$ cat config.mk
export PLATFORM = sky130hd
export DESIGN_NAME = psht_queue
export DESIGN_NICKNAME = d
export VERILOG_FILES = /design/src/psht_pkg.sv /design/src/psht_queue.sv
export SDC_FILE = /design/constraint.sdc
export NUM_CORES = 1
export LEC_CHECK = 0
export ABC_AREA = 1
export BUFFER_PORTS_ARGS = -buffer_cell sky130_fd_sc_hd__clkbuf_2
export CAP_MARGIN = 20
export CORE_AREA = 5 5 183 185
export CTS_BUF_LIST = sky130_fd_sc_hd__clkbuf_16
export CTS_CLUSTER_SIZE = 20
export DETAILED_ROUTE_END_ITERATION = 10
export DIE_AREA = 0 0 188 190
export PLACE_DENSITY_LB_ADDON = 0.25
export SETUP_SLACK_MARGIN = 0.2
export SYNTH_ARGS = -nofsm -noshare
export SYNTH_HDL_FRONTEND = slang
export SYNTH_SLANG_ARGS = --single-unit
$ cat constraint.sdc
create_clock -name clk -period 17.2 [get_ports clk]
set_input_delay 0.86 -clock clk [delete_from_list [all_inputs] [get_ports clk]]
set_output_delay 0.86 -clock clk [all_outputs]
set_load 0.05 [all_outputs]
$ cat src/psht_pkg.sv
// psht_pkg: shared types, codes and helpers of the packet statistics host table
// no dependencies; imported by every module of the block but psht_ram
`default_nettype none
package psht_pkg;

  localparam logic [7:0] PROTO_ICMP = 8'h01;
  localparam logic [7:0] PROTO_TCP  = 8'h06;
  localparam logic [7:0] PROTO_UDP  = 8'h11;

  localparam logic [1:0] PCLS_OTHER = 2'd0;
  localparam logic [1:0] PCLS_ICMP  = 2'd1;
  localparam logic [1:0] PCLS_TCP   = 2'd2;
  localparam logic [1:0] PCLS_UDP   = 2'd3;

  localparam logic [2:0] APP_NONE = 3'd0;
  localparam logic [2:0] APP_FTP  = 3'd1;
  localparam logic [2:0] APP_SSH  = 3'd2;
  localparam logic [2:0] APP_DNS  = 3'd3;
  localparam logic [2:0] APP_HTTP = 3'd4;

  localparam logic [1:0] REG_FTP  = 2'd0;
  localparam logic [1:0] REG_SSH  = 2'd1;
  localparam logic [1:0] REG_DNS  = 2'd2;
  localparam logic [1:0] REG_HTTP = 2'd3;

  localparam logic [15:0] FTP_PORT_RST  = 16'd21;
  localparam logic [15:0] SSH_PORT_RST  = 16'd22;
  localparam logic [15:0] DNS_PORT_RST  = 16'd53;
  localparam logic [15:0] HTTP_PORT_RST = 16'd80;

  localparam int QUEUE_DEPTH = 2;

  typedef logic [3:0][15:0] psht_ports_t;

  // one request as the front hands it to the back
  typedef struct packed {
    logic [31:0] ip;
    logic [15:0] len;
    logic [31:0] pkt_total;
    logic [31:0] byte_total;
    logic [1:0]  pclass;
    logic [31:0] pcount;
    logic [2:0]  aclass;
    logic [31:0] acount;
    logic [39:0] elapsed;
  } psht_item_t;

  typedef struct packed {
    logic [5:0]  host_slot;
    logic        new_host;
    logic        table_full;
    logic [31:0] host_packets;
    logic [31:0] host_bytes;
    psht_item_t  item;
  } psht_result_t;

  typedef enum logic {
    BK_IDLE,
    BK_SCAN
  } psht_bk_state_t;

  function automatic logic [31:0] sat_add32(input logic [31:0] a, input logic [31:0] b);
    logic [32:0] s;
    s = {1'b0, a} + {1'b0, b};
    return s[32] ? 32'hFFFF_FFFF : s[31:0];
  endfunction

endpackage
`default_nettype wire

$ cat src/psht_queue.sv
// psht_queue: short request queue between the front and the table back end
// depends on psht_pkg
`default_nettype none
module psht_queue (
  input  wire logic                clk,
  input  wire logic                rst_n,
  input  wire logic                push,
  input  wire psht_pkg::psht_item_t wr_item,
  input  wire logic                pop,
  output psht_pkg::psht_item_t     rd_item,
  output logic                     empty,
  output logic                     full
);
  import psht_pkg::*;

  localparam int PW = (QUEUE_DEPTH > 1) ? $clog2(QUEUE_DEPTH) : 1;
  localparam int NW = $clog2(QUEUE_DEPTH + 1);

  psht_item_t      mem_r [QUEUE_DEPTH];
  logic [PW-1:0]   wr_ptr_r, wr_ptr_nxt;
  logic [PW-1:0]   rd_ptr_r, rd_ptr_nxt;
  logic [NW-1:0]   cnt_r, cnt_nxt;

  always_comb begin
    empty      = (cnt_r == NW'(0));
    full       = (cnt_r == NW'(QUEUE_DEPTH));
    rd_item    = mem_r[rd_ptr_r];
    wr_ptr_nxt = wr_ptr_r;
    rd_ptr_nxt = rd_ptr_r;
    cnt_nxt    = cnt_r;
    if (push) begin
      wr_ptr_nxt = (wr_ptr_r == PW'(QUEUE_DEPTH - 1)) ? '0 : wr_ptr_r + PW'(1);
    end
    if (pop) begin
      rd_ptr_nxt = (rd_ptr_r == PW'(QUEUE_DEPTH - 1)) ? '0 : rd_ptr_r + PW'(1);
    end
    if (push && !pop) begin
      cnt_nxt = cnt_r + NW'(1);
    end else if (pop && !push) begin
      cnt_nxt = cnt_r - NW'(1);
    end
  end

  always_ff @(posedge clk) begin
    if (!rst_n) begin
      wr_ptr_r <= '0;
      rd_ptr_r <= '0;
      cnt_r    <= '0;
    end else begin
      wr_ptr_r <= wr_ptr_nxt;
      rd_ptr_r <= rd_ptr_nxt;
      cnt_r    <= cnt_nxt;
    end
  end

  always_ff @(posedge clk) begin
    if (push) begin
      mem_r[wr_ptr_r] <= wr_item;
    end
  end

endmodule
`default_nettype wire

== Yosys cells after proc, flatten, opt, wreduce, memory -nomap -nowiden ==
Memory sizes are Yosys's and may differ from the RTL's. A register that Yosys moved wholly into a read port is not among the register bits.
Cells that the tools add are included.
W data, S select, Z words.

* Bits in latches: 0
* RAM bits: 442
* Memories: 1
* Input port bits: 225
* Word-level logic and storage cells: 23
* Register bits: 4
* ROM bits: 0

* $mul: 0
* Multiplexer cells: 8
* Add/sub/neg operators: 4
* Bitwise logic cells: 0
* Reduce and logical (&&, ||, !) cells: 6
* $lt $le $gt $ge: 0
* Shift-type cells: 0
* Equality and inequality tests: 1
* Div/mod/pow operators: 0

{| class="wikitable"
|+ Memory list
! name !! words !! width !! rd ports !! clocked after Yosys merged registers in !! wr ports !! RTL line !! text
|-
| mem_r || 2 || 221 || 1 || 1 || 1 || psht_queue.sv:19 || <nowiki>psht_item_t mem_r [QUEUE_DEPTH];</nowiki>
|}

{| class="wikitable"
|+ Operator list
! kind !! number
|-
| $mux W1 || 6
|-
| $mux W2 || 2
|-
| $add A1 B1 Y1 const B || 2
|-
| $add A2 B1 Y2 const B || 1
|-
| $eq A2 B2 Y1 const B || 1
|-
| $logic_and A1 B1 Y1 || 2
|-
| $logic_not A1 Y1 || 2
|-
| $logic_not A2 Y1 || 1
|-
| $reduce_bool A2 Y1 || 1
|-
| $sub A2 B1 Y2 const B || 1
|}

== Longest topological paths before layout ==
* Word-level depth: 4
* Depth in mapped cells: 8
* Gate-level depth less buffers: 8

== Least setup slack after synthesis ==
No wires, ideal clock.

* Kind: in2reg
* Start: in push
* End: mem mem_r[0][0] in the netlist's numbering (enable)
* Setup slack: 6254 ps
* Arrival: 10134 ps
* Setup time: 812 ps
* Cell stages on the path: 2
* Cell sequence: inv_1 -> nor2_1

* Longest elaborated chain between the ends: 2

{| class="wikitable"
|+ Ends and longest elaborated chain
! item !! RTL line !! text
|-
| start: declaration || psht_queue.sv:7 || <nowiki>input wire logic push,</nowiki>
|-
| $mux W1 || psht_queue.sv:57 || <nowiki>if (push) begin</nowiki>
|-
| $mux W1 (implied by the code) || psht_queue.sv:58 || <nowiki>mem_r[wr_ptr_r] <= wr_item;</nowiki>
|-
| end: declaration || psht_queue.sv:19 ||
|}

No other way between the ends.

==> results by group <==
Run status
  • Status: complete, no violations

Power
  • Internal: 1.92 mW
  • NetSw: 0.658 mW
  • Logic pwr share: 15.1%
  • Clock share of power: 35.1%
  • PwrDens: 123 nW/um^2
  • Flop pwr share: 49.8%
  • Total power: 2.57 mW
  • Lkg Pwr: 8.44 nW
  • Net Sw Frac: 25.6%
  • Peak supply drop: 0.000105 V

Run
  • Maxcap violations: 0

Synthesis
  • Unique masters post-synth: 15
  • Syn Area/Cell: 23.6 um^2
  • Seq cells post-synth: 447
  • Post-Syn Nets: 949
  • Synth Cell Area: 17,100 um^2
  • Synth Instances: 723
  • Syn. warnings: 0
  • Seq/Total Area, Yosys: 78.4%

Global routing
  • Initial antenna violation count: 3
  • Vias in the first global route: 8,938
  • Largest net degree at the start of global routing: 81
  • Grt ovf: 0
  • Gr usage total: 19.0%
  • First-pass GRT wire length: 52.0 mm

Final layout
  • Register area: 13,400 um^2
  • Fin nets: 1,426
  • Area growth, synth to finish: 22.5%
  • Area of the multi-input gates: 3310 um^2
  • Layout cells sized above 1: 59.6%
  • Layout fillers: 2,182
  • Design Area, Final: 20,900 um^2

STA
  • Fmax: 0.209 GHz
  • Crit path time final: 4.78 ns
  • Setup violators final: 0
  • Slew @ Worst Pin: 1.12 ns
  • Clock Skew: 0.00924 ns
  • Final Cycle Share: 27.8%
  • Worst hold slack: 0.509 ns
  • Setup TNS: 0 ns
  • Hold Fails Final Rpt: 0
  • Final Max Tran Viols: 0
  • RSZ-0062 raised after global routing: false
  • Worst slew margin: 25.5%

Worst setup path
  • Setup crit start kind: register
  • Crit path kind: reg -> out
  • CP arrival: 3.92 ns
  • CP most frequent cell: buf_4
  • Worst-path cell chain: buf_4 -> buf_4 -> mux2_4 -> clkbuf_2
  • Worst EP required: 16.34 ns
  • Slowest CP cell: buf_4
  • CP max FO: 59
  • Critical Path Sink Type: primary output
  • Critical path's largest stage delay: 0.96 ns

Placement
  • Post-DP HPWL: 24.6 mm
  • RePlAce Congestion: 0.835
  • PortBufs: 447
  • Placement-stage cell area: 19,500 um^2

Worst hold path
  • Worst Hold Class: reg -> reg

Route
  • Total number of vias: 8,329
  • Final wirelength: 35.0 mm
  • Wire per inst: 21.3 um
  • DRC errors left: 0
  • DR iter-0 viols: 445
  • DRT antenna net count: 0
  • Pre-antenna DRT Iters: 4
  • Vias per Instance: 5.07

Floorplan
  • Initial Utilization: 53.5%
  • Core area: 31,900 um^2
  • Row count: 66
  • Die span in y: 190 um
  • Die width: 188 um
  • Die Area: 35,700 um^2
  • # IOs: 448

Clocking
  • Clock buffer depth: 3
  • Setup Fix Bufs, Post-CTS: 0
  • TritonCTS sink count: 447
  • Clock Latency Late Sink: 0.52 ns
  • Total CTS buffers: 45
  • TritonCTS clock tree: done
  • Post_cts resized: 0
  • Cts-stage hold buffer count: 0
  • Clock root buffer: clkbuf_16
  • CTS H-Tree Depth: 2
  • Worst-path clk slew: 0.06 ns
## state kept, by name, summed over array words and instances, names as in the netlist, named ones only
| name | flops |
|---|---|
| wr_ptr_r | 1 |
| rd_ptr_r | 1 |
| cnt_r | 2 |
| mem_r | 442 |
## cell type report
cell class	count	area share, %
clock buffer	45	5.39
inverter	8	0.180
clock inverter	34	1.16
sequential	447	64.0
multi-input combinational	243	15.8
antenna	3	0.0359
tap	408	2.44
timing repair buffer	455	11.0
## metrics by stage
step | util, % | worst slack [ns] | std cells
5_1_grt | 65.6 | 12.20 | 1642
2_1_floorplan | - | 6.25 | 723
3_5_place_dp | 61.3 | 12.92 | 1561
4_1_cts | 65.6 | 12.33 | 1640
3_3_place_gp | 61.3 | 12.94 | 1561
6_report | 65.6 | 12.42 | 1643
## routing by layer
layer	GRT usage (%)	vias to the layer above	part of all wire, %
met4	6.13	2	2.6
met5	0	-	0.034
li1	-	3823	-
met1	22.0	4083	37
met3	7.50	61	10
met2	32.8	360	51
## critical path, delay by kind of cell (launching register included)
| kind | cells | cell delay [ns] |
|---|---|---|
| multiplexers | 1 | 0.36 |
| flip-flops | 1 | 0.84 |
| buffers and inverters | 3 | 2.08 |
## power by group through the flow
stage	logic, mW	clock network, mW	registers [mW]
after floorplan	0.308	0	1.31
after global placement	0.389	0	1.30
after detailed placement	0.392	0	1.31
after CTS	0.393	0.926	1.28
after global routing	0.406	0.975	1.29
final	0.389	0.903	1.28
## logic make-up after synthesis
kind of cell / share of synthesized area, %
AO/OA/AOI/OAI: 0.0586
buffers and inverters: 2.28
adder cells (fa/ha/maj): 0.0733
AND/OR/NAND/NOR: 0.440
multiplexers: 18.8
flip-flops: 78.4
## Yosys cell counts
cell type	count	share of area, %
mux2_4	190	17
mux2_2	31	2.0
nand4_1	1	0.037
edfxtp_1	442	78
dfxtp_1	5	0.59
ha_1	1	0.073
buf_12	11	1.3
nand2_1	8	0.18
nor2_1	9	0.20
inv_1	8	0.18
buf_6	11	0.73
o21ai_0	1	0.029
nand3_1	1	0.029
buf_2	3	0.088
a21oi_1	1	0.029
## worst paths after layout
path | start | to | slack [ns] | cells past startpoint
hold / removal | rd_ptr_r$_SDFFE_PN0P_ | rd_ptr_r$_SDFFE_PN0P_ | 0.51 | 2
setup reg to reg | wr_ptr_r$_SDFFE_PN0P_ | mem_r[0][58]$_DFFE_PP_ | 14.52 | 3
hold reg to reg | rd_ptr_r$_SDFFE_PN0P_ | rd_ptr_r$_SDFFE_PN0P_ | 0.51 | 2
setup / recovery | register | rd_item[20] | 12.42 | 4
## cell usage in the layout (no fill, tap or decap)
cell	n
mux2_2	31
edfxtp_1	442
clkbuf_16	45
clkinvlp_4	1
ha_1	1
diode_2	3
buf_4	8
dfxtp_1	4
nand4_1	1
nor2_4	1
a21oi_1	1
mux2_4	190
clkinv_1	14
nor2_1	8
inv_1	17
o21ai_0	1
clkinv_2	5
inv_8	1
nand3_1	1
clkbuf_2	447
bufinv_16	4
nand2_1	8
dfxtp_4	1
(Power assumes the default switching activity.)
