File: src/psht_pkg.sv
// psht_pkg: shared types, codes and helpers of the packet statistics host table
// no dependencies; imported by every module of the block but psht_ram
`default_nettype none
package psht_pkg;

  localparam logic [7:0] PROTO_ICMP = 8'h01;
  localparam logic [7:0] PROTO_TCP  = 8'h06;
  localparam logic [7:0] PROTO_UDP  = 8'h11;

  localparam logic [1:0] PCLS_OTHER = 2'd0;
  localparam logic [1:0] PCLS_ICMP  = 2'd1;
  localparam logic [1:0] PCLS_TCP   = 2'd2;
  localparam logic [1:0] PCLS_UDP   = 2'd3;

  localparam logic [2:0] APP_NONE = 3'd0;
  localparam logic [2:0] APP_FTP  = 3'd1;
  localparam logic [2:0] APP_SSH  = 3'd2;
  localparam logic [2:0] APP_DNS  = 3'd3;
  localparam logic [2:0] APP_HTTP = 3'd4;

  localparam logic [1:0] REG_FTP  = 2'd0;
  localparam logic [1:0] REG_SSH  = 2'd1;
  localparam logic [1:0] REG_DNS  = 2'd2;
  localparam logic [1:0] REG_HTTP = 2'd3;

  localparam logic [15:0] FTP_PORT_RST  = 16'd21;
  localparam logic [15:0] SSH_PORT_RST  = 16'd22;
  localparam logic [15:0] DNS_PORT_RST  = 16'd53;
  localparam logic [15:0] HTTP_PORT_RST = 16'd80;

  localparam int QUEUE_DEPTH = 2;

  typedef logic [3:0][15:0] psht_ports_t;

  // one request as the front hands it to the back
  typedef struct packed {
    logic [31:0] ip;
    logic [15:0] len;
    logic [31:0] pkt_total;
    logic [31:0] byte_total;
    logic [1:0]  pclass;
    logic [31:0] pcount;
    logic [2:0]  aclass;
    logic [31:0] acount;
    logic [39:0] elapsed;
  } psht_item_t;

  typedef struct packed {
    logic [5:0]  host_slot;
    logic        new_host;
    logic        table_full;
    logic [31:0] host_packets;
    logic [31:0] host_bytes;
    psht_item_t  item;
  } psht_result_t;

  typedef enum logic {
    BK_IDLE,
    BK_SCAN
  } psht_bk_state_t;

  function automatic logic [31:0] sat_add32(input logic [31:0] a, input logic [31:0] b);
    logic [32:0] s;
    s = {1'b0, a} + {1'b0, b};
    return s[32] ? 32'hFFFF_FFFF : s[31:0];
  endfunction

endpackage
`default_nettype wire

File: src/psht_front.sv
// psht_front: takes a request, classifies protocol and port class, keeps the
// global counters and first timestamp; depends on psht_pkg
`default_nettype none
module psht_front (
  input  wire logic                 clk,
  input  wire logic                 rst_n,
  input  wire psht_pkg::psht_ports_t ports,
  input  wire logic                 accept,
  input  wire logic [31:0]          dst_ip,
  input  wire logic [15:0]          packet_length,
  input  wire logic [7:0]           ip_protocol,
  input  wire logic [15:0]          source_port,
  input  wire logic [15:0]          dst_port,
  input  wire logic [39:0]          timestamp_us,
  output psht_pkg::psht_item_t      item
);
  import psht_pkg::*;

  logic [31:0]       pkts_r, pkts_nxt;
  logic [31:0]       bytes_r, bytes_nxt;
  logic [31:0]       icmp_r, icmp_nxt;
  logic [31:0]       tcp_r, tcp_nxt;
  logic [31:0]       udp_r, udp_nxt;
  logic [3:0][31:0]  app_r, app_nxt;
  logic [39:0]       first_r, first_nxt;
  logic [3:0]        hit;
  logic [39:0]       base;

  always_comb begin
    pkts_nxt  = sat_add32(pkts_r, 32'd1);
    bytes_nxt = sat_add32(bytes_r, {16'd0, packet_length});
    icmp_nxt  = icmp_r;
    tcp_nxt   = tcp_r;
    udp_nxt   = udp_r;
    app_nxt   = app_r;
    first_nxt = (pkts_r == 32'd0) ? timestamp_us : first_r;
    base      = first_nxt;

    for (int i = 0; i < 4; i++) begin
      hit[i] = (source_port == ports[i]) || (dst_port == ports[i]);
    end

    item.ip         = dst_ip;
    item.len        = packet_length;
    item.pkt_total  = pkts_nxt;
    item.byte_total = bytes_nxt;
    item.elapsed    = timestamp_us - base;

    case (ip_protocol)
      PROTO_ICMP: begin
        icmp_nxt    = sat_add32(icmp_r, 32'd1);
        item.pclass = PCLS_ICMP;
        item.pcount = icmp_nxt;
      end
      PROTO_TCP: begin
        tcp_nxt     = sat_add32(tcp_r, 32'd1);
        item.pclass = PCLS_TCP;
        item.pcount = tcp_nxt;
      end
      PROTO_UDP: begin
        udp_nxt     = sat_add32(udp_r, 32'd1);
        item.pclass = PCLS_UDP;
        item.pcount = udp_nxt;
      end
      default: begin
        item.pclass = PCLS_OTHER;
        item.pcount = 32'd0;
      end
    endcase

    // first matching class wins
    if (hit[REG_FTP]) begin
      app_nxt[REG_FTP] = sat_add32(app_r[REG_FTP], 32'd1);
      item.aclass      = APP_FTP;
      item.acount      = app_nxt[REG_FTP];
    end else if (hit[REG_SSH]) begin
      app_nxt[REG_SSH] = sat_add32(app_r[REG_SSH], 32'd1);
      item.aclass      = APP_SSH;
      item.acount      = app_nxt[REG_SSH];
    end else if (hit[REG_DNS]) begin
      app_nxt[REG_DNS] = sat_add32(app_r[REG_DNS], 32'd1);
      item.aclass      = APP_DNS;
      item.acount      = app_nxt[REG_DNS];
    end else if (hit[REG_HTTP]) begin
      app_nxt[REG_HTTP] = sat_add32(app_r[REG_HTTP], 32'd1);
      item.aclass       = APP_HTTP;
      item.acount       = app_nxt[REG_HTTP];
    end else begin
      item.aclass = APP_NONE;
      item.acount = 32'd0;
    end
  end

  always_ff @(posedge clk) begin
    if (!rst_n) begin
      pkts_r  <= '0;
      bytes_r <= '0;
      icmp_r  <= '0;
      tcp_r   <= '0;
      udp_r   <= '0;
      app_r   <= '0;
      first_r <= '0;
    end else if (accept) begin
      pkts_r  <= pkts_nxt;
      bytes_r <= bytes_nxt;
      icmp_r  <= icmp_nxt;
      tcp_r   <= tcp_nxt;
      udp_r   <= udp_nxt;
      app_r   <= app_nxt;
      first_r <= first_nxt;
    end
  end

endmodule
`default_nettype wire

File: config.mk
export PLATFORM = sky130hd
export DESIGN_NAME = psht_front
export DESIGN_NICKNAME = d
export VERILOG_FILES = /design/src/psht_pkg.sv /design/src/psht_front.sv
export SDC_FILE = /design/constraint.sdc
export NUM_CORES = 1
export LEC_CHECK = 0
export ABC_AREA = 1
export BUFFER_PORTS_ARGS = -buffer_cell sky130_fd_sc_hd__buf_2
export CAP_MARGIN = 40
export CORE_ASPECT_RATIO = 1.5
export CORE_UTILIZATION = 35
export CTS_CLUSTER_SIZE = 12
export DETAILED_ROUTE_END_ITERATION = 12
export PLACE_DENSITY = 0.62
export SLEW_MARGIN = 5
export SYNTH_ARGS = -nofsm -noshare
export SYNTH_HDL_FRONTEND = slang
export SYNTH_SLANG_ARGS = --single-unit
File: constraint.sdc
create_clock -name clk -period 3 [get_ports clk]
set_input_delay 0.3 -clock clk [delete_from_list [all_inputs] [get_ports clk]]
set_output_delay 0.3 -clock clk [all_outputs]
set_load 0.02 [all_outputs]
# Yosys cells after proc, flatten, opt, wreduce, memory -nomap -nowiden
# Index checks and enable logic that the tools add are counted.
[word_totals]
ff_bits = 328
in_bits = 195
wordCells = 61
[op_classes]
n_addsub = 10
eq_ne = 11
n_mux = 15
n_bitwise = 3
reduce_logical = 12
[op_table]
columns = ["cell", "count"]
rows = [
  ["$mux W32", 9],
  ["$add A32 B1 Y33 const B", 8],
  ["$mux W35", 4],
  ["$eq A16 B16 Y1", 8],
  ["$pmux W34 S3", 1],
  ["$mux W40", 1],
  ["$sub A40 B40 Y40", 1],
  ["$add A32 B16 Y33", 1],
  ["$logic_not A32 Y1", 1],
  ["$eq A8 B1 Y1 const B", 1],
  ["$eq A8 B3 Y1 const B", 1],
  ["$eq A8 B5 Y1 const B", 1],
  ["$reduce_and A2 Y1", 4],
  ["$reduce_and A5 Y1", 1],
  ["$logic_or A1 B1 Y1", 4],
  ["$reduce_and A4 Y1", 1],
  ["$not A1 Y1", 3],
  ["$reduce_and A3 Y1", 1],
]

# Logic depth before layout (Yosys ltp)
# Gate-level depths: netlist of run 1.
[logic_depth]
word_depth = 6
mapped_depth = 26

# Worst setup path after synthesis of run 1
# No wires, ideal clock.
[synth_timing]
path_kind = "register to output"
from = "register pkts_r[0]"
to = "output item[16] (netlist name)"
arrival_time_ns = 2.969
slack_ns = -0.269
path_stages_with_launch = 20
path_buffers = 2
cell_sequence = "dfxtp_1 > inv_1 > ha_1 > nand2_1 > nor2_1 > nand2_1 > nor2_1 > buf_2 > clkbuf_1 > a21oi_1 > ha_1 > fa_1 > inv_1 > nand2_1 > nand2_2 > nand3_1 > nand2_1 > nand2_1 > nand2_1 > xor2_1"
[synth_lines]
columns = ["item", "line", "rtl"]
rows = [
  ["from (decl)", "psht_front.sv:19", "logic [31:0] pkts_r, pkts_nxt;"],
  ["from (signal assigned)", "psht_front.sv:104", "pkts_r <= pkts_nxt;"],
  ["to (decl)", "psht_front.sv:15", "output psht_pkg::psht_item_t item"],
]

==> metrics.log, run 1 <==
[metrics] Synth warnings: 0
[metrics] relative contribution of sequential cells to total power: 0.346
[metrics] Register-to-Register Path Depth: 24
[metrics] Synth Net Count: 4800
[metrics] synthesis-stage register bit count: 328
[metrics] critical setup path kind: flop to output pin
[metrics] Setup crit start kind: flop
[metrics] number of antenna violations at the first check in global routing: 2
[metrics] cell type with the highest aggregate area in the netlist: sky130_fd_sc_hd__dfxtp_1
[metrics] Worst-Skew Late Latency: 0.60 ns
[metrics] hold violation total from the final report: 0
[metrics] register-to-register path setup slack: -0.04 ns
[metrics] run status: finished, violations left
[metrics] top cells by area in the synthesized netlist: sky130_fd_sc_hd__dfxtp_1 (24%), sky130_fd_sc_hd__nand2_1 (14%), sky130_fd_sc_hd__inv_1 (8.8%)
[metrics] ys async rst share: 0
[metrics] number of I/O pins: 416
[metrics] worst-case vdd ir drop: 451 uV
[metrics] mapped cell area: 27600 um^2
[metrics] number of enable-type register cells in the synthesized netlist: 0
[metrics] final weighted congestion of routability-driven global placement: 0.957
[metrics] CTS Hold Bufs: 0
[metrics] clock tree root driver cell: sky130_fd_sc_hd__clkbuf_16
[metrics] mux contribution to synthesized area: 0.00621
[metrics] class of the most critical hold timing path: input port to flop
[metrics] hold path startpoint: timestamp_us[39]
[metrics] Main synth FF type: sky130_fd_sc_hd__dfxtp_1
[metrics] overall overflow remaining after global route: 0
[metrics] vias per cell: 5.24
[metrics] Synth Area in Simple Gates: 0.369
[metrics] combinational family with the most area after synthesis: simple AND/OR/NAND/NOR gates
[metrics] number of global-route vias before repair: 31904
[metrics] post-CTS clock slew at the launch and capture registers of the worst setup and hold paths: 0.06 ns
[metrics] leakage power: 0.0204 uW
[metrics] Post-layout nets: 5628
[metrics] Diodes inserted: 0
[metrics] CP dominant cell by count: sky130_fd_sc_hd__nand2_1
[metrics] Initial Util: 0.355
[metrics] routed length per placed instance: 17.5 um
[metrics] worst hold path stage count: 3
[metrics] maximum root-to-sink buffer count: 3
[metrics] Critical R2R Capture: pkts_r[26]
[metrics] Worst EP arrival: 3.52 ns
[metrics] pin count of the biggest net entering global routing: 129
[metrics] worst-path cell chain: inv_2 > ha_4 > nand2_2 > nor2_2 > nand2_2 > nor2_4 > buf_12 > buf_12 > mux2i_4 > ha_4 > a21oi_2 > inv_1 > a21oi_2 > nand2_1 > nand3b_1 > nand2_1 > nand2_1 > nand2_1 > nand2_2 > buf_6
[metrics] area share of the leading cell type in the synthesized netlist: 0.238
[metrics] total clock sinks: 328
[metrics] number of clock buffers inserted by TritonCTS: 41
[metrics] violated checks: setup timing
[metrics] area enclosed by the die boundary: 80100 um^2
[metrics] Worst Hold Path EP: first_r[39]
[metrics] min cycle time layout: 3.82 ns
[metrics] remaining number of nets flagged by the antenna check after routing: 0
[metrics] slowest cell on the critical path: sky130_fd_sc_hd__dfxtp_2
[metrics] Util after Layout: 0.543
[metrics] Post-Route Hold Slack: 0.0715 ns
[metrics] post-synthesis sequential area ratio: 0.238
[metrics] synth-to-layout area growth: 52.8%
[metrics] TritonCTS clock tree: yes
[metrics] final worst clock skew: 0.0388 ns
[metrics] largest fanout on the critical path: 6
[metrics] instance count of the mapped netlist: 4558
[metrics] switching power summed over all nets: 4350 uW
[metrics] floorplan die width: 231 um
[metrics] Worst Setup Slack, final: -0.823 ns
[metrics] fraction of layout instances using a drive strength above 1: 0.380
[metrics] area of all placed cells without fillers: 42200 um^2
[metrics] Port-buffer cells: 351
[metrics] share of power burned in the clock network: 0.377
[metrics] Cell Count Post-Placement: 6041
[metrics] post-route non-filler standard cell count: 6428
[metrics] Internal Power: 8740 uW
[metrics] Die Ht: 346 um
[metrics] Final Slew Violations: 0
[metrics] reported max-cap violation count: 0
[metrics] num rows: 125
[metrics] Initial DRT Pass Iterations: 5
[metrics] remaining max-slew budget at the tightest pin: 0.400
[metrics] post-synthesis area per instance: 6.06 um^2
[metrics] CP Data Required Time: 2.70 ns
[metrics] number of library cell types mapped by synthesis: 62
[metrics] RSZ-0062 raised after global routing: yes
[metrics] share of the clock period used by the worst path: 1.27
[metrics] compound-cell area share of the yosys netlist: 0.160
[metrics] number of setup violations in the final report: 131
[metrics] startpoint of the most critical register-to-register path: pkts_r[0]
[metrics] Post-route DRC: 0
[metrics] core area: 77700 um^2
[metrics] Iter 0 DRT Violations: 2179
[metrics] wire length of the first global-routing pass: 167 mm
[metrics] sum of routed wire length over all layers: 112 mm
[metrics] cell types with the highest counts after synthesis: sky130_fd_sc_hd__nand2_1 (1022), sky130_fd_sc_hd__inv_1 (646), sky130_fd_sc_hd__nor2_1 (455), sky130_fd_sc_hd__o21ai_0 (346), sky130_fd_sc_hd__nand3_1 (329)
[metrics] adder-cell share of the synthesized area: 0.0218
[metrics] proportion of total power due to net switching: 0.333
[metrics] placed instance area: 32200 um^2
[metrics] CP endpoint kind: output pin
[metrics] Final HPWL DP: 77.1 mm
[metrics] maximum clock frequency: 262 MHz
[metrics] global routing usage summed across all routing layers: 0.259
[metrics] worst slew pin tran: 0.898 ns
[metrics] Synth Area in XOR/XNOR: 0.0748
[metrics] number of vias after detailed routing: 33708
[metrics] depth of the CTS H-tree: 2
[metrics] power share of the combinational group: 0.278
[metrics] setup slack at placement: -0.343 ns
[metrics] most repeated cell in the gate-level netlist after synthesis: sky130_fd_sc_hd__nand2_1
[metrics] longest individual stage delay on the worst path: 0.32 ns
[metrics] P per Cell Area: 310 nW/um^2
[worst max-delay path by stage]
stage | start | to | slack (ns) | depth (start not counted)
after detailed placement | pkts_r[0] | item[32] | -0.34 | 23
after global routing | pkts_r[0] | item[25] | -1.03 | 27
final | pkts_r[0] | item[36] | -0.82 | 20
after floorplan | pkts_r[0] | item[39] | 0.009 | 19
after CTS | pkts_r[1] | item[36] | -0.81 | 19
after global placement | pkts_r[0] | item[38] | -0.32 | 18
[area by class of cell]
type,count,area (um^2)
sequential,328,6650
timing repair inverter,3,35.0
clock inverter,14,138
multi-input combinational,3350,22200
fill,7174,35500
timing repair buffer,987,8160
tap,1016,1270
clock buffer,55,1150
inverter,675,2600
[kinds of logic (layout without fill, tap and decap cells)]
kind of cell | count (synthesis) | in the layout
AO/OA/AOI/OAI | 800 | 800
buffers and inverters | 880 | 1734
XOR/XNOR | 236 | 236
flip-flops | 328 | 328
multiplexers | 17 | 17
AND/OR/NAND/NOR | 2250 | 2250
adder cells (fa/ha/maj) | 47 | 47
[repair_timing]
action	4_1_cts	5_1_grt
endpoints found under the setup margin	167	172
cloned	14	3
buffers inserted	215	140
pin swaps	231	311
gates resized for setup	940	651
[flip-flops by register name, indices dropped and copies added, names as in the netlist]
| signal | count |
|---|---|
| bytes_r | 32 |
| udp_r | 32 |
| app_r | 128 |
| pkts_r | 32 |
| first_r | 40 |
| tcp_r | 32 |
| icmp_r | 32 |
[metrics by stage]
step,TNS [ns],total power [uW]
global route,-67.65,13700
finish,-46.50,13100
CTS,-49.51,12900
global placement,-6.15,7420
floorplan,0,6330
detailed placement,-7.08,7440
[worst max-delay path: cells and delay by family, from the launching register on]
family | cells | cell delay [ns]
AO/OA/AOI/OAI | 2 | 0.33
flip-flops | 1 | 0.32
buffers and inverters | 5 | 0.56
adder cells (fa/ha/maj) | 2 | 0.39
multiplexers | 1 | 0.28
AND/OR/NAND/NOR | 10 | 1.05
[layer usage]
| layer | share of wire | GRT usage | wire, um | vias to the layer above |
|---|---|---|---|---|
| met1 | 0.37 | 0.284 | 41900 | 15706 |
| met5 | 0.000080 | 0 | 9 | - |
| met2 | 0.51 | 0.476 | 57700 | 1225 |
| met4 | 0.062 | 0.144 | 6960 | 2 |
| li1 | - | - | - | 16373 |
| met3 | 0.052 | 0.0302 | 5830 | 402 |
[power groups by stage]
stage          sequential [uW]  clock (uW)  combinational (uW)
3_5_place_dp              4620           0                2820
6_report                  4520        4930                3640
2_1_floorplan             4620           0                1710
4_1_cts                   4520        5060                3280
3_3_place_gp              4620           0                2810
5_1_grt                   4530        5220                3910
[cell usage in the layout, fill, tap and decap left out, types with 123 or more instances in the layout]
cell,count
sky130_fd_sc_hd__dfxtp_1,289
sky130_fd_sc_hd__nand2_1,805
sky130_fd_sc_hd__buf_4,534
sky130_fd_sc_hd__nand2_2,165
sky130_fd_sc_hd__o21ai_0,286
sky130_fd_sc_hd__buf_6,210
sky130_fd_sc_hd__buf_2,205
sky130_fd_sc_hd__nor2_1,364
sky130_fd_sc_hd__a21oi_1,233
sky130_fd_sc_hd__nand3_1,165
sky130_fd_sc_hd__inv_1,616
sky130_fd_sc_hd__nand3_2,123
Note: power is estimated with default switching activity, not from simulation.
==> run 2, diff against run 1 <==
--- a/config.mk
+++ b/config.mk
@@ -12,7 +12,7 @@
 export CORE_UTILIZATION = 35
 export CTS_CLUSTER_SIZE = 12
 export DETAILED_ROUTE_END_ITERATION = 12
-export PLACE_DENSITY = 0.62
+export PLACE_DENSITY = 0.6
 export SLEW_MARGIN = 5
 export SYNTH_ARGS = -nofsm -noshare
 export SYNTH_HDL_FRONTEND = slang
==> constraint.sdc (replaced) <==
create_clock -name clk -period 4 [get_ports clk]
set_input_delay 0.4 -clock clk [delete_from_list [all_inputs] [get_ports clk]]
set_output_delay 0.4 -clock clk [all_outputs]
set_load 0.02 [all_outputs]
==> run 2 against run 1 <==
Against the previous run: register-to-register slack better by 1.3 ns; power is 28% lower; combinational power shrank 42%; the run now ends clean; sequential cell count unchanged; non-clock buffer count decreased by 551; critical path type unchanged; clock-buffer cell count grew 3; worst setup slack improved by 0.95 ns; utilization fell by 12 points; critical path depth shrank 1; sequential share of layout area rose by 4.3 points; design area is 22% lower; routed wire length decreased by 13%; largest cell class unchanged.
==> metrics.log, run 2 (same netlist as run 1, synthesis figures left out) <==
[metrics] number of global-route vias before repair: 28378 (-11%)
[metrics] critical setup path kind: flop to output pin
[metrics] Post-route DRC: 0 (unchanged)
[metrics] CTS Hold Bufs: 0 (unchanged)
[metrics] global routing usage summed across all routing layers: 0.235 (-0.0234)
[metrics] Post-layout nets: 5074 (-9.8%)
[metrics] run status: finished clean
[metrics] reported max-cap violation count: 0 (unchanged)
[metrics] Setup crit start kind: flop
[metrics] area enclosed by the die boundary: 80100 um^2 (unchanged)
[metrics] number of setup violations in the final report: 0 (-100%)
[metrics] Util after Layout: 0.422 (-0.121)
[metrics] hold violation total from the final report: 0 (unchanged)
[metrics] Initial DRT Pass Iterations: 6 (+1)
[metrics] RSZ-0062 raised after global routing: yes
[metrics] floorplan die width: 231 um (unchanged)
[metrics] Largest regs: app_r x128, first_r x40
[metrics] post-CTS clock slew at the launch and capture registers of the worst setup and hold paths: 0.06 ns (about the same)
[metrics] Worst EP arrival: 3.47 ns (-0.05 ns)
[metrics] overall overflow remaining after global route: 0 (unchanged)
[metrics] largest fanout on the critical path: 6 (unchanged)
[metrics] setup slack at placement: 0.338 ns (+0.681 ns)
[metrics] synth-to-layout area growth: 18.8%
[metrics] num rows: 125 (unchanged)
[metrics] worst slew pin tran: 0.806 ns (-0.0925 ns)
[metrics] sum of routed wire length over all layers: 97.8 mm (-13%)
[metrics] vias per cell: 5.12 (-2.3%)
[metrics] clock tree root driver cell: sky130_fd_sc_hd__clkbuf_16
[metrics] depth of the CTS H-tree: 2 (unchanged)
[metrics] class of the most critical hold timing path: input port to flop
[metrics] final worst clock skew: 0.0483 ns (+0.00951 ns)
[metrics] Port-buffer cells: 351 (unchanged)
[metrics] leakage power: 0.0153 uW (-25%)
[metrics] pin count of the biggest net entering global routing: 88 (-32%)
[metrics] routed length per placed instance: 16.6 um (-4.8%)
[metrics] CP Data Required Time: 3.60 ns (+0.90 ns)
[metrics] number of flip-flops under the largest register name: 128 (unchanged)
[metrics] final weighted congestion of routability-driven global placement: 0.949 (-0.86%)
[metrics] min cycle time layout: 3.87 ns
[metrics] maximum root-to-sink buffer count: 3 (unchanged)
[metrics] commonest cells after routing, fill and taps aside: sky130_fd_sc_hd__nand2_1 (983), sky130_fd_sc_hd__inv_1 (625), sky130_fd_sc_hd__nor2_1 (426), sky130_fd_sc_hd__o21ai_0 (337), sky130_fd_sc_hd__buf_2 (337)
[metrics] TritonCTS clock tree: yes
[metrics] number of clock buffers inserted by TritonCTS: 41 (unchanged)
[metrics] total clock sinks: 328 (unchanged)
[metrics] Initial Util: 0.355 (unchanged)
[metrics] core area: 77700 um^2 (unchanged)
[metrics] remaining max-slew budget at the tightest pin: 0.463 (+0.0625)
[metrics] Worst-Skew Late Latency: 0.60 ns (about the same)
[metrics] P per Cell Area: 288 nW/um^2 (-7.1%)
[metrics] share of the clock period used by the worst path: 0.967
[metrics] Final HPWL DP: 75.5 mm (-2.1%)
[metrics] CP endpoint kind: output pin
[metrics] fraction of layout instances using a drive strength above 1: 0.193 (-0.187)
[metrics] Final Slew Violations: 0 (unchanged)
[metrics] Top reg by flops: app_r
[metrics] number of antenna violations at the first check in global routing: 2 (unchanged)
[metrics] remaining number of nets flagged by the antenna check after routing: 0 (unchanged)
[metrics] most common cell after layout, fill and taps aside: sky130_fd_sc_hd__nand2_1
[metrics] number of vias after detailed routing: 30107 (-11%)
[metrics] number of I/O pins: 416 (unchanged)
[metrics] worst-case vdd ir drop: 398 uV (-12%)
[metrics] maximum clock frequency: 258 MHz
[metrics] Die Ht: 346 um (unchanged)
[metrics] Iter 0 DRT Violations: 1824 (-16%)
[metrics] wire length of the first global-routing pass: 152 mm (-9.1%)
[metrics] Worst Setup Slack, final: 0.130 ns (+0.953 ns)
## run 2: changes by cell type in the layout (fill, tap and decap cells not counted), moves of 27 or more
cell and change:
sky130_fd_sc_hd__nor2_4 -57, sky130_fd_sc_hd__buf_4 -452, sky130_fd_sc_hd__buf_2 +132, sky130_fd_sc_hd__nand3_4 -67
sky130_fd_sc_hd__nand3_1 +150, sky130_fd_sc_hd__dfxtp_1 +27, sky130_fd_sc_hd__nand3_2 -83, sky130_fd_sc_hd__o21ai_0 +51
sky130_fd_sc_hd__nand2_2 -100, sky130_fd_sc_hd__buf_6 -201, sky130_fd_sc_hd__nand2_4 -75, sky130_fd_sc_hd__nor2_1 +62
sky130_fd_sc_hd__nand2_1 +178
## run 2: critical path, stage by stage (launching register included)
cell                      delay (ns)
sky130_fd_sc_hd__dfxtp_2        0.33
sky130_fd_sc_hd__inv_2          0.07
sky130_fd_sc_hd__ha_4           0.13
sky130_fd_sc_hd__nand2_2        0.04
sky130_fd_sc_hd__nor2_2         0.09
sky130_fd_sc_hd__nand2_2        0.11
sky130_fd_sc_hd__nor2_4         0.19
sky130_fd_sc_hd__buf_12         0.14
sky130_fd_sc_hd__buf_12         0.14
sky130_fd_sc_hd__mux2i_4        0.26
sky130_fd_sc_hd__ha_4           0.26
sky130_fd_sc_hd__nand3_4        0.11
sky130_fd_sc_hd__inv_2          0.05
sky130_fd_sc_hd__nand2_2        0.08
sky130_fd_sc_hd__inv_1          0.06
sky130_fd_sc_hd__a21oi_2        0.17
sky130_fd_sc_hd__nand3_4        0.14
sky130_fd_sc_hd__buf_4          0.17
sky130_fd_sc_hd__xnor2_2        0.15
sky130_fd_sc_hd__buf_2          0.19
## run 2: worst paths after layout
kind / start / endpoint / slack [ns] / cells after the start
min: timestamp_us[39] / first_r[39] / 0.18 / 3
min reg2reg: app_r[64] / app_r[64] / 0.47 / 1
max reg2reg: bytes_r[0] / bytes_r[21] / 1.23 / 17
max: pkts_r[1] / item[21] / 0.13 / 19
## run 2: layout make-up
class,instances,area (um^2)
Tap cell,1016,1270
Fill cell,8343,44900
Antenna cell,2,5.00
Multi-Input combinational cell,3350,18400
Clock inverter,14,175
Clock buffer,58,1200
Inverter,675,2550
Sequential cell,328,6580
Timing Repair Buffer,436,2600
## run 2: per-stage QoR
stage / area, um^2 / hold slack (ns) / setup TNS (ns) / std cells / total power [uW]
after floorplan: 27600 / 0.449 / 0 / 4558 / 4740
after global placement: 29900 / 0.462 / 0 / 5763 / 5340
after detailed placement: 30000 / 0.465 / 0 / 5765 / 5350
after CTS: 31900 / 0.119 / 0 / 5852 / 9430
after global routing: 32800 / 0.157 / -0.676 / 5879 / 9890
final: 32800 / 0.176 / 0 / 5879 / 9460
## run 2: report_power, final
| group | total (uW) | internal, uW | switching [uW] |
|---|---|---|---|
| registers | 3410 | 3350 | 66.1 |
| logic | 2120 | 754 | 1360 |
| clock network | 3930 | 2290 | 1640 |
## run 2: routing by layer
layer | up-vias | part of all wire | track usage
met3 | 256 | 0.044 | 0.0264
met2 | 830 | 0.50 | 0.428
li1 | 15276 | - | -
met4 | 0 | 0.052 | 0.117
met5 | - | 0 | 0
met1 | 13745 | 0.41 | 0.268
## run 2: what timing repair did
action / in CTS / in global routing
resized for setup: 86 / 192
setup endpoints to repair: 25 / 55
pin swaps: 21 / 71
endpoints found under the hold margin: 0 / 0
setup buffers: 13 / 26
cloned: 2 / 0
